`src/design/tsp_pkg.sv`:
```
// shared types and constants of the tone sequence parser
`default_nettype none

package tsp_pkg;

  // field widths
  localparam int unsigned BYTE_W  = 8;
  localparam int unsigned KIND_W  = 2;
  localparam int unsigned DUR_W   = 26;
  localparam int unsigned VOL_W   = 7;
  localparam int unsigned ERR_W   = 3;
  localparam int unsigned TEMPO_W = 10;
  localparam int unsigned DEN_W   = 18;
  localparam int unsigned CNT_W   = $clog2(DUR_W);

  // milliseconds per whole note at one beat per minute, over four
  localparam logic [DEN_W-1:0] MS_SCALE = DEN_W'(240000);

  // reset values of the sequence state
  localparam logic [TEMPO_W-1:0] TEMPO_INIT = TEMPO_W'(120);
  localparam logic [BYTE_W-1:0]  RES_INIT   = BYTE_W'(64);
  localparam logic [BYTE_W-1:0]  VOL_INIT   = BYTE_W'(100);
  localparam logic [VOL_W-1:0]   VOL_MAX    = VOL_W'(100);

  // result kinds
  localparam logic [KIND_W-1:0] KIND_SEG  = 2'd0;
  localparam logic [KIND_W-1:0] KIND_FIN  = 2'd1;
  localparam logic [KIND_W-1:0] KIND_ERR  = 2'd2;

  // error codes
  localparam logic [ERR_W-1:0] ERR_NONE   = 3'd0;
  localparam logic [ERR_W-1:0] ERR_TRUNC  = 3'd1;
  localparam logic [ERR_W-1:0] ERR_UNITS  = 3'd2;
  localparam logic [ERR_W-1:0] ERR_CMD    = 3'd3;
  localparam logic [ERR_W-1:0] ERR_NONOTE = 3'd4;

  // command bytes
  localparam logic [BYTE_W-1:0] BYTE_SILENCE   = 8'hFF;
  localparam logic [BYTE_W-1:0] BYTE_VERSION   = 8'hFE;
  localparam logic [BYTE_W-1:0] BYTE_TEMPO     = 8'hFD;
  localparam logic [BYTE_W-1:0] BYTE_RES       = 8'hFC;
  localparam logic [BYTE_W-1:0] BYTE_BLK_START = 8'hFB;
  localparam logic [BYTE_W-1:0] BYTE_BLK_END   = 8'hFA;
  localparam logic [BYTE_W-1:0] BYTE_PLAY_BLK  = 8'hF9;
  localparam logic [BYTE_W-1:0] BYTE_VOLUME    = 8'hF8;
  localparam logic [BYTE_W-1:0] BYTE_REPEAT    = 8'hF7;

  // one result beat
  typedef struct packed {
    logic [KIND_W-1:0] kind;
    logic [BYTE_W-1:0] note;
    logic [BYTE_W-1:0] count;
    logic [DUR_W-1:0]  dur;
    logic [VOL_W-1:0]  vol;
    logic [ERR_W-1:0]  err;
    logic              done;
  } res_t;

  // divider status toward the parser
  typedef struct packed {
    logic             done;
    logic [DUR_W-1:0] quo;
  } div_res_t;

endpackage

`default_nettype wire

```
`src/design/tsp_ifs.sv`:
```
// channel interfaces of the tone sequence parser
`default_nettype none

interface tsp_in_if;
  logic       valid;
  logic       ready;
  logic [7:0] seq_byte;
  logic       seq_last;
  modport source (output valid, output seq_byte, output seq_last, input ready);
  modport sink (input valid, input seq_byte, input seq_last, output ready);
endinterface

interface tsp_out_if;
  logic              valid;
  logic              ready;
  logic [1:0]        result_kind;
  logic signed [7:0] note;
  logic [7:0]        play_count;
  logic [25:0]       duration_ms;
  logic [6:0]        volume_level;
  logic [2:0]        error_code;
  logic              seq_done;
  modport source (output valid, output result_kind, output note, output play_count,
                  output duration_ms, output volume_level, output error_code,
                  output seq_done, input ready);
  modport sink (input valid, input result_kind, input note, input play_count,
                input duration_ms, input volume_level, input error_code,
                input seq_done, output ready);
endinterface

interface tsp_cfg_if;
  logic       valid;
  logic       ready;
  logic [7:0] base_volume;
  modport source (output valid, output base_volume, input ready);
  modport sink (input valid, input base_volume, output ready);
endinterface

`default_nettype wire

```
`src/design/tsp_div.sv`:
```
// bit-serial restoring divider for segment durations
`default_nettype none

module tsp_div (
  input  wire logic                       clk,
  input  wire logic                       rst_n,
  input  wire logic                       start,
  input  wire logic [tsp_pkg::BYTE_W-1:0] units,
  input  wire logic [tsp_pkg::DEN_W-1:0]  den,
  output tsp_pkg::div_res_t               res
);
  import tsp_pkg::*;

  logic [DUR_W-1:0] acc_r, acc_nxt;
  logic [DEN_W-1:0] rem_r, rem_nxt;
  logic [DEN_W-1:0] den_r;
  logic [CNT_W-1:0] cnt_r;
  logic             busy_r, done_r;
  logic [DUR_W-1:0] num;
  logic [DEN_W+1:0] diff;

  // dividend is units scaled by the constant
  assign num = DUR_W'(MS_SCALE) * DUR_W'(units);

  // one quotient bit per cycle
  always_comb begin
    diff    = {1'b0, rem_r, acc_r[DUR_W-1]} - {2'b00, den_r};
    acc_nxt = {acc_r[DUR_W-2:0], ~diff[DEN_W+1]};
    if (diff[DEN_W+1]) begin
      rem_nxt = {rem_r[DEN_W-2:0], acc_r[DUR_W-1]};
    end else begin
      rem_nxt = diff[DEN_W-1:0];
    end
  end

  always_ff @(posedge clk) begin
    if (!rst_n) begin
      busy_r <= 1'b0;
      done_r <= 1'b0;
      cnt_r  <= '0;
    end else begin
      done_r <= 1'b0;
      if (start) begin
        busy_r <= 1'b1;
        cnt_r  <= '0;
      end else if (busy_r) begin
        cnt_r <= cnt_r + 1'b1;
        if (cnt_r == CNT_W'(DUR_W - 1)) begin
          busy_r <= 1'b0;
          done_r <= 1'b1;
        end
      end
    end
  end

  // datapath registers
  always_ff @(posedge clk) begin
    if (start) begin
      acc_r <= num;
      rem_r <= '0;
      den_r <= den;
    end else if (busy_r) begin
      acc_r <= acc_nxt;
      rem_r <= rem_nxt;
    end
  end

  // duration is at least one millisecond
  assign res.done = done_r;
  assign res.quo  = (acc_r == '0) ? DUR_W'(1) : acc_r;

endmodule

`default_nettype wire

```
`src/design/tsp_oq.sv`:
```
// four-entry result queue driving the output channel
`default_nettype none

module tsp_oq (
  input  wire logic          clk,
  input  wire logic          rst_n,
  input  wire logic          push,
  input  wire tsp_pkg::res_t push_data,
  output logic [2:0]         level,
  tsp_out_if.source          out_ch
);
  import tsp_pkg::*;

  res_t       mem [4];
  logic [1:0] wr_ptr_r, rd_ptr_r;
  logic [2:0] cnt_r;
  logic       pop;
  res_t       head;

  assign pop   = out_ch.valid && out_ch.ready;
  assign level = cnt_r;

  // pointers and fill level
  always_ff @(posedge clk) begin
    if (!rst_n) begin
      wr_ptr_r <= '0;
      rd_ptr_r <= '0;
      cnt_r    <= '0;
    end else begin
      if (push) begin
        wr_ptr_r <= wr_ptr_r + 1'b1;
      end
      if (pop) begin
        rd_ptr_r <= rd_ptr_r + 1'b1;
      end
      cnt_r <= cnt_r + {2'b00, push} - {2'b00, pop};
    end
  end

  // entry storage
  always_ff @(posedge clk) begin
    if (push) begin
      mem[wr_ptr_r] <= push_data;
    end
  end

  // head beat on the output channel
  assign head                = mem[rd_ptr_r];
  assign out_ch.valid        = (cnt_r != '0);
  assign out_ch.result_kind  = head.kind;
  assign out_ch.note         = $signed(head.note);
  assign out_ch.play_count   = head.count;
  assign out_ch.duration_ms  = head.dur;
  assign out_ch.volume_level = head.vol;
  assign out_ch.error_code   = head.err;
  assign out_ch.seq_done     = head.done;

endmodule

`default_nettype wire

```
`src/design/tone_sequence_parser_top.sv`:
```
// top level of the tone sequence parser: byte parser, divider and result queue
//
// Usage:
//   in_ch takes one sequence byte per beat, seq_last set on the final byte.
//   out_ch gives segment, finished and error beats; seq_done closes a sequence.
//   cfg_ch writes base_volume, picked up at the first byte of the next
//   sequence; write it only while the block is idle.
// Timing and throughput:
//   command, argument and note bytes are taken without starting the divider.
//   a units byte that yields a segment runs the serial divider, one quotient
//   bit a cycle; the segment beat enters the queue when the divider is done
//   and a following finished beat in the cycle after, so such a byte holds
//   in_ch.ready low until the last of these beats has entered the queue.
//   results enter a four-entry queue; input is taken while the queue holds two
//   or fewer beats, so a stalled receiver blocks input only once it backs up.
// Reset: rst_n is synchronous; the queue empties, the parser returns to the
//   start of a sequence and base_volume becomes 100.
`default_nettype none

module tone_sequence_parser_top (
  input  wire logic clk,
  input  wire logic rst_n,
  tsp_in_if.sink    in_ch,
  tsp_out_if.source out_ch,
  tsp_cfg_if.sink   cfg_ch
);
  import tsp_pkg::*;

  typedef enum logic [2:0] {
    PH_START, PH_IDLE, PH_UNITS, PH_ARG, PH_RCOUNT, PH_RNOTE, PH_RUNITS
  } phase_t;

  typedef enum logic [1:0] {CMD_SKIP, CMD_TEMPO, CMD_RES, CMD_VOL} cmd_t;

  typedef enum logic [1:0] {CT_IDLE, CT_DIV, CT_FIN} ctl_t;

  // sequence state
  phase_t              phase_r, phase_nxt, ph_work;
  cmd_t                pend_r, pend_nxt;
  logic [BYTE_W-1:0]   note_r, note_nxt;
  logic [BYTE_W-1:0]   hcnt_r, hcnt_nxt;
  logic [TEMPO_W-1:0]  tempo_r, tempo_nxt;
  logic [BYTE_W-1:0]   res_r, res_nxt;
  logic [VOL_W-1:0]    vol_r, vol_nxt, vol_work;
  logic                any_r, any_nxt;
  logic                drop_r, drop_nxt;
  logic [BYTE_W-1:0]   dv_r;

  // segment held while the divider runs
  ctl_t                ct_r, ct_nxt;
  logic [BYTE_W-1:0]   seg_note_r, seg_note_nxt;
  logic [BYTE_W-1:0]   seg_cnt_r, seg_cnt_nxt;
  logic [VOL_W-1:0]    seg_vol_r;
  logic                fin_pend_r;

  logic                accept, seg, rst_seq, imm_push;
  logic [ERR_W-1:0]    err;
  logic [KIND_W-1:0]   imm_kind;
  logic [ERR_W-1:0]    imm_code;
  logic [BYTE_W-1:0]   b;
  logic                last;

  logic                push;
  res_t                push_data;
  logic [2:0]          level;
  logic [DEN_W-1:0]    tempo_w, res_w, div_den;
  div_res_t            div_res;

  function automatic logic [VOL_W-1:0] clamp100(input logic [BYTE_W-1:0] v);
    clamp100 = (v > BYTE_W'(VOL_MAX)) ? VOL_MAX : v[VOL_W-1:0];
  endfunction

  assign b      = in_ch.seq_byte;
  assign last   = in_ch.seq_last;
  assign in_ch.ready  = (ct_r == CT_IDLE) && (level <= 3'd2);
  assign accept = in_ch.valid && in_ch.ready;
  assign cfg_ch.ready = 1'b1;

  // byte decode and sequence state update
  always_comb begin
    ph_work      = (phase_r == PH_START) ? PH_IDLE : phase_r;
    vol_work     = (phase_r == PH_START) ? clamp100(dv_r) : vol_r;
    phase_nxt    = ph_work;
    pend_nxt     = pend_r;
    note_nxt     = note_r;
    hcnt_nxt     = hcnt_r;
    tempo_nxt    = tempo_r;
    res_nxt      = res_r;
    vol_nxt      = vol_work;
    any_nxt      = any_r;
    drop_nxt     = drop_r;
    err          = ERR_NONE;
    seg          = 1'b0;
    seg_note_nxt = note_r;
    seg_cnt_nxt  = BYTE_W'(1);
    rst_seq      = 1'b0;
    imm_push     = 1'b0;
    imm_kind     = KIND_ERR;
    imm_code     = ERR_NONE;
    if (drop_r) begin
      rst_seq = last;
    end else begin
      case (ph_work)
        PH_IDLE: begin
          case (b) inside
            [8'h00:8'h7F], BYTE_SILENCE: begin
              note_nxt  = b;
              phase_nxt = PH_UNITS;
            end
            BYTE_VERSION, BYTE_BLK_START, BYTE_PLAY_BLK: begin
              pend_nxt  = CMD_SKIP;
              phase_nxt = PH_ARG;
            end
            BYTE_TEMPO: begin
              pend_nxt  = CMD_TEMPO;
              phase_nxt = PH_ARG;
            end
            BYTE_RES: begin
              pend_nxt  = CMD_RES;
              phase_nxt = PH_ARG;
            end
            BYTE_VOLUME: begin
              pend_nxt  = CMD_VOL;
              phase_nxt = PH_ARG;
            end
            BYTE_REPEAT: begin
              phase_nxt = PH_RCOUNT;
            end
            BYTE_BLK_END: begin
            end
            default: begin
              err = ERR_CMD;
            end
          endcase
        end
        PH_UNITS: begin
          if (b == '0) begin
            err = ERR_UNITS;
          end else begin
            seg          = 1'b1;
            seg_note_nxt = note_r;
            any_nxt      = 1'b1;
            phase_nxt    = PH_IDLE;
          end
        end
        PH_ARG: begin
          case (pend_r)
            CMD_TEMPO: tempo_nxt = (b == '0) ? TEMPO_W'(1) : {b, 2'b00};
            CMD_RES:   res_nxt   = (b == '0) ? BYTE_W'(1) : b;
            CMD_VOL:   vol_nxt   = clamp100(b);
            default:   vol_nxt   = vol_work;
          endcase
          phase_nxt = PH_IDLE;
        end
        PH_RCOUNT: begin
          hcnt_nxt  = b;
          phase_nxt = PH_RNOTE;
        end
        PH_RNOTE: begin
          note_nxt  = b;
          phase_nxt = PH_RUNITS;
        end
        PH_RUNITS: begin
          if (b == '0) begin
            err = ERR_UNITS;
          end else begin
            if (hcnt_r != '0) begin
              seg          = 1'b1;
              seg_note_nxt = note_r;
              seg_cnt_nxt  = hcnt_r;
              any_nxt      = 1'b1;
            end
            phase_nxt = PH_IDLE;
          end
        end
        default: begin
          phase_nxt = PH_IDLE;
        end
      endcase

      // closing beat of the sequence
      if (err != ERR_NONE) begin
        imm_push = 1'b1;
        imm_code = err;
        rst_seq  = last;
        drop_nxt = !last;
      end else if (last) begin
        rst_seq  = 1'b1;
        imm_push = !seg;
        if (phase_nxt != PH_IDLE) begin
          imm_code = ERR_TRUNC;
        end else if (any_nxt) begin
          imm_kind = KIND_FIN;
        end else begin
          imm_code = ERR_NONOTE;
        end
      end
    end
  end

  // control sequencer next state
  always_comb begin
    ct_nxt = ct_r;
    unique case (ct_r)
      CT_IDLE: if (accept && seg) ct_nxt = CT_DIV;
      CT_DIV:  if (div_res.done) ct_nxt = fin_pend_r ? CT_FIN : CT_IDLE;
      CT_FIN:  ct_nxt = CT_IDLE;
      default: ct_nxt = CT_IDLE;
    endcase
  end

  // state and registered control
  always_ff @(posedge clk) begin
    if (!rst_n) begin
      phase_r    <= PH_START;
      pend_r     <= CMD_SKIP;
      note_r     <= '0;
      hcnt_r     <= '0;
      tempo_r    <= TEMPO_INIT;
      res_r      <= RES_INIT;
      vol_r      <= VOL_MAX;
      any_r      <= 1'b0;
      drop_r     <= 1'b0;
      dv_r       <= VOL_INIT;
      ct_r       <= CT_IDLE;
      fin_pend_r <= 1'b0;
    end else begin
      ct_r <= ct_nxt;
      if (cfg_ch.valid && cfg_ch.ready) begin
        dv_r <= cfg_ch.base_volume;
      end
      if (accept) begin
        if (rst_seq) begin
          phase_r <= PH_START;
          pend_r  <= CMD_SKIP;
          note_r  <= '0;
          hcnt_r  <= '0;
          tempo_r <= TEMPO_INIT;
          res_r   <= RES_INIT;
          vol_r   <= clamp100(dv_r);
          any_r   <= 1'b0;
          drop_r  <= 1'b0;
        end else begin
          phase_r <= phase_nxt;
          pend_r  <= pend_nxt;
          note_r  <= note_nxt;
          hcnt_r  <= hcnt_nxt;
          tempo_r <= tempo_nxt;
          res_r   <= res_nxt;
          vol_r   <= vol_nxt;
          any_r   <= any_nxt;
          drop_r  <= drop_nxt;
        end
        if (seg) begin
          fin_pend_r <= last;
        end
      end
    end
  end

  // segment fields kept for the divider's finish
  always_ff @(posedge clk) begin
    if (accept && seg) begin
      seg_note_r <= seg_note_nxt;
      seg_cnt_r  <= seg_cnt_nxt;
      seg_vol_r  <= vol_work;
    end
  end

  // tempo times resolution feeds the divider
  assign tempo_w = DEN_W'(tempo_r);
  assign res_w   = DEN_W'(res_r);
  assign div_den = tempo_w * res_w;

  tsp_div u_div (
    .clk   (clk),
    .rst_n (rst_n),
    .start (accept && seg),
    .units (b),
    .den   (div_den),
    .res   (div_res)
  );

  // queue writes: immediate closing beats, segments, trailing finished beat
  always_comb begin
    push           = 1'b0;
    push_data      = '0;
    push_data.kind = KIND_ERR;
    if (ct_r == CT_DIV) begin
      push            = div_res.done;
      push_data.kind  = KIND_SEG;
      push_data.note  = seg_note_r;
      push_data.count = seg_cnt_r;
      push_data.dur   = div_res.quo;
      push_data.vol   = seg_vol_r;
    end else if (ct_r == CT_FIN) begin
      push           = 1'b1;
      push_data.kind = KIND_FIN;
      push_data.done = 1'b1;
    end else begin
      push           = accept && imm_push;
      push_data.kind = imm_kind;
      push_data.err  = imm_code;
      push_data.done = 1'b1;
    end
  end

  tsp_oq u_oq (
    .clk       (clk),
    .rst_n     (rst_n),
    .push      (push),
    .push_data (push_data),
    .level     (level),
    .out_ch    (out_ch)
  );

endmodule

`default_nettype wire

```
`src/flat_wrapper.sv`:
```
// flat-port wrapper written by rule: the top's interface ports become plain ports
module tone_sequence_parser_top_flat import tsp_pkg::*;
  (clk, rst_n, in_ch_valid, in_ch_seq_byte, in_ch_seq_last, in_ch_ready, out_ch_valid, out_ch_result_kind, out_ch_note, out_ch_play_count, out_ch_duration_ms, out_ch_volume_level, out_ch_error_code, out_ch_seq_done, out_ch_ready, cfg_ch_valid, cfg_ch_base_volume, cfg_ch_ready);
  tsp_in_if in_ch_i ();
  tsp_out_if out_ch_i ();
  tsp_cfg_if cfg_ch_i ();
  input  wire logic clk;
  input  wire logic rst_n;
  input wire logic [$bits(in_ch_i.valid)-1:0] in_ch_valid;
  input wire logic [$bits(in_ch_i.seq_byte)-1:0] in_ch_seq_byte;
  input wire logic [$bits(in_ch_i.seq_last)-1:0] in_ch_seq_last;
  output wire logic [$bits(in_ch_i.ready)-1:0] in_ch_ready;
  output wire logic [$bits(out_ch_i.valid)-1:0] out_ch_valid;
  output wire logic [$bits(out_ch_i.result_kind)-1:0] out_ch_result_kind;
  output wire logic [$bits(out_ch_i.note)-1:0] out_ch_note;
  output wire logic [$bits(out_ch_i.play_count)-1:0] out_ch_play_count;
  output wire logic [$bits(out_ch_i.duration_ms)-1:0] out_ch_duration_ms;
  output wire logic [$bits(out_ch_i.volume_level)-1:0] out_ch_volume_level;
  output wire logic [$bits(out_ch_i.error_code)-1:0] out_ch_error_code;
  output wire logic [$bits(out_ch_i.seq_done)-1:0] out_ch_seq_done;
  input wire logic [$bits(out_ch_i.ready)-1:0] out_ch_ready;
  input wire logic [$bits(cfg_ch_i.valid)-1:0] cfg_ch_valid;
  input wire logic [$bits(cfg_ch_i.base_volume)-1:0] cfg_ch_base_volume;
  output wire logic [$bits(cfg_ch_i.ready)-1:0] cfg_ch_ready;
  assign in_ch_i.valid = in_ch_valid;
  assign in_ch_i.seq_byte = in_ch_seq_byte;
  assign in_ch_i.seq_last = in_ch_seq_last;
  assign in_ch_ready = in_ch_i.ready;
  assign out_ch_valid = out_ch_i.valid;
  assign out_ch_result_kind = out_ch_i.result_kind;
  assign out_ch_note = out_ch_i.note;
  assign out_ch_play_count = out_ch_i.play_count;
  assign out_ch_duration_ms = out_ch_i.duration_ms;
  assign out_ch_volume_level = out_ch_i.volume_level;
  assign out_ch_error_code = out_ch_i.error_code;
  assign out_ch_seq_done = out_ch_i.seq_done;
  assign out_ch_i.ready = out_ch_ready;
  assign cfg_ch_i.valid = cfg_ch_valid;
  assign cfg_ch_i.base_volume = cfg_ch_base_volume;
  assign cfg_ch_ready = cfg_ch_i.ready;
  tone_sequence_parser_top u_core (.clk(clk), .rst_n(rst_n), .in_ch(in_ch_i), .out_ch(out_ch_i), .cfg_ch(cfg_ch_i));
endmodule
```
`config.mk`:
```
export PLATFORM = sky130hd
export DESIGN_NAME = tone_sequence_parser_top_flat
export DESIGN_NICKNAME = d
export VERILOG_FILES = /design/src/design/tsp_pkg.sv /design/src/design/tsp_ifs.sv /design/src/design/tsp_div.sv /design/src/design/tsp_oq.sv /design/src/design/tone_sequence_parser_top.sv /design/src/flat_wrapper.sv
export SDC_FILE = /design/constraint.sdc
export NUM_CORES = 1
export LEC_CHECK = 0
export ABC_AREA = 1
export BUFFER_PORTS_ARGS = -buffer_cell sky130_fd_sc_hd__buf_2
export CAP_MARGIN = 5
export CORE_MARGIN = 8
export CORE_UTILIZATION = 55
export DETAILED_ROUTE_END_ITERATION = 8
export GPL_TIMING_DRIVEN = 0
export HOLD_SLACK_MARGIN = 0.02
export PLACE_DENSITY = 0.84
export SYNTH_ARGS = -nofsm -noshare
export SYNTH_HDL_FRONTEND = slang
export SYNTH_SLANG_ARGS = --single-unit
```
`constraint.sdc`:
```
create_clock -name clk -period 4.35 [get_ports clk]
set_input_delay 0.6525 -clock clk [delete_from_list [all_inputs] [get_ports clk]]
set_output_delay 0.6525 -clock clk [all_outputs]
set_load 0.01 [all_outputs]
```
==> metrics <==
outcome finished clean; number of placement rows about 70; via density per instance around 5.6; register clock-pin slew on the reported worst setup and hold paths 0.06 ns; worst-case clock buffer depth 3; gpl congestion between 0.9 and 1; category of the critical setup timing path in -> reg; CP Buf/Inv Count 4; Setup Skew roughly 0.031 ns; Warnings, synthesis 0; number of port buffers slightly below 80; first-pass GRT wire length between 80000 and 90000 um; mean instance size in the synthesized netlist ~9.4 um^2; worst hold path type in -> reg; cell repeated most along the worst path fa_1; Post-synth ARST share 0; pre-CTS WS -0.475 ns; register area share after synthesis 0.500; detailed-router iteration count before antenna repair 6; Worst path slowest cell fa_1; clock latency on the worst-skew pair 0.57 ns; number of buffers added by the clock tree synthesis step 39; Chip Width ~210 um; total of max-cap violations 0; largest driver fanout on the critical path 10; routed len/inst 17.9 um; count of distinct cell types in the synthesized netlist 48; H-tree Lvls 2; signed area change from the synthesized netlist to the final layout 12.7%; area of the die approximately 44000 um^2; number of global-route vias before repair ~16000; chain of cells forming the critical path clkbuf_4 > fa_1 > fa_1 > inv_1 > fa_1 > inv_1 > fa_1 > ha_1 > nand2_1 > inv_1 > a21oi_1 > nand3_1 > nand2_1 > nand2_1 > o21ai_0 > o21ai_1; final hold slack 0.323 ns; initial antenna violation count 5; endpoint type of the worst setup path flip-flop; post-layout total power ~12 mW; Most used DFF post-synth edfxtp_1; Max Slew Vio Count 0; routed wire length a little over 50000 um; total of hold buffers inserted after clock tree synthesis 0; leakage power total roughly 10 nW; Remaining DRCs 0; Min Clock Period, post-route ~4.3 ns; portion of the clock cycle consumed by the worst path in the final layout 0.979; most common cell after layout, fill and taps aside nand2_1; initial cell density of the core 0.555; Post-Synthesis Cell Area roughly 21000 um^2; kind of cell adding the most delay to the critical path adder cells; die height roughly 210 um; maximum frequency from static timing analysis between 200 and 250 MHz; cell accounting for the most synthesized area edfxtp_1; slew at the pin closest to its max-slew limit approximately 0.75 ns; pin count of the biggest net entering global routing 51; Post-Syn Instances between 2000 and 2500; crit path setup slack, layout 0.0912 ns; hpwl dp 36500 um; Synth Net Count about 2400; gr usage total 0.227; share of layout cells above drive strength 1 0.104; post-synth top area share 0.405; critical path required time roughly 4.7 ns; Post-DRT Antenna Nets 0; CTS tree built; total number of clock tree sinks 379; vias post-DR roughly 16000; drt initial violations ~1400; clock root cell clkbuf_16; top cells by area, synth edfxtp_1 (40%), dfxtp_1 (9.5%), ha_1 (7.7%); Worst setup SP type primary input; Slew HR 0.498; power per cell area 517 nW/um^2; Setup violations, final 0; synthesized flop and latch total approximately 380; final-report hold violation count 0; most frequent cells in the layout nand2_1 (348), inv_1 (343), edfxtp_1 (280); area inside the core boundary ~37000 um^2; post-layout net count roughly 2600; total congestion overflow 0; peak per-stage delay on the critical path about 0.53 ns; highest ir drop seen on vdd ~0.38 mV; Data arrival, critical path about 4.6 ns; number of enable flip-flop cells after synthesis 280; ports placed on the boundary 80
## synth_stat cells, types with 2 or more instances
| master | instances |
|---|---|
| a21boi_0 | 4 |
| a21o_1 | 6 |
| a21oi_1 | 105 |
| a31oi_1 | 6 |
| buf_2 | 4 |
| buf_4 | 4 |
| buf_6 | 6 |
| clkbuf_1 | 68 |
| clkinv_1 | 2 |
| dfxtp_1 | 99 |
| edfxtp_1 | 280 |
| fa_1 | 65 |
| ha_1 | 127 |
| inv_1 | 343 |
| inv_2 | 6 |
| nand2_1 | 349 |
| nand2_2 | 7 |
| nand2_4 | 4 |
| nand3_1 | 78 |
| nand3_2 | 4 |
| nand4_1 | 15 |
| nor2_1 | 259 |
| nor2_2 | 8 |
| nor2_4 | 7 |
| nor3_1 | 8 |
| nor4_1 | 4 |
| o211ai_1 | 10 |
| o21a_1 | 4 |
| o21ai_0 | 197 |
| o21ai_1 | 6 |
| o21ai_2 | 2 |
| o21ai_4 | 2 |
| o21bai_1 | 4 |
| o22ai_1 | 73 |
| or2_2 | 11 |
| xnor2_1 | 14 |
| xor2_1 | 15 |
## power by group
part,switching [mW],total (mW),internal [mW]
clock network,1.41,3.31,1.91
logic,2.80,4.34,1.53
registers,0.191,4.44,4.25
total,4.40,12.1,7.69
## per-layer routing
metal,routed length [um],up-vias,GRT usage
met3,3950,147,0.0349
li1,-,7581,-
met2,25700,741,0.401
met1,19900,7731,0.271
met4,1970,8,0.104
met5,54,-,0
## flip-flops by register name, summed over array words and instances (netlist names), 8 cells and up, named ones only
register            flops
u_core.dv_r             8
u_core.seg_cnt_r        8
u_core.res_r            8
u_core.u_div.den_r     18
u_core.u_oq.mem       220
u_core.u_div.rem_r     18
u_core.tempo_r          9
u_core.hcnt_r           8
u_core.seg_note_r       8
u_core.note_r           8
u_core.u_div.acc_r     26
## cells by family after synthesis
| logic type | after synthesis | share of synthesized area |
|---|---|---|
| compound gates | 425 | 0.113 |
| other cells | 1 | 0.000181 |
| simple gates | 756 | 0.153 |
| xor+xnor | 29 | 0.0122 |
| fa+ha+maj | 192 | 0.139 |
| flops | 379 | 0.500 |
| buf+inv | 435 | 0.0819 |
## timing repair
action                                 CTS  global route
setup endpoints to repair                8             8
buffers inserted                         1            10
pin swaps                                1             5
gates cloned                             0             0
gates resized for setup                 20            14
endpoints found under the hold margin    0             0
## through the flow
step           TNS (ns)  utilization  instances  instance area [um^2]
5_1_grt          -0.109        0.626       2881                 23400
3_3_place_gp    -547.57        0.583       2805                 21800
4_1_cts        -0.00143        0.623       2874                 23300
3_5_place_dp      -2.93        0.588       2813                 22000
6_report              0        0.626       2882                 23400
2_1_floorplan    -60.10            -       2217                 20800
## path summary, 6_finish.rpt
path	endpoint	depth (start not counted)	slack, ns	startpoint
max	u_core.u_div.acc_r[23]	16	0.09	in_ch_seq_byte[2]
min	u_core.dv_r[1]	3	0.32	cfg_ch_base_volume[1]
max reg2reg	u_core.u_div.den_r[12]	15	0.14	u_core.tempo_r[2]
min reg2reg	u_core.seg_note_r[2]	0	0.44	u_core.note_r[2]
## worst register-to-register path: cells and delay by family (launching register included)
family,cells,cell delay [ns]
xor+xnor,1,0.13
compound gates,3,0.34
simple gates,2,0.31
fa+ha+maj,5,2.43
flops,1,0.41
buf+inv,4,0.34
## final cells by class
cell class                 count  area (um^2)
clock buffer                  61         1150
buffer                        68          320
tap                          511          639
antenna                        1         2.50
sequential                   379        10400
fill                        2871        14000
clock inverter                11          133
inverter                     352         1320
multi-input combinational   1403         8750
timing repair buffer          96          658
(Power assumes the default switching activity.)
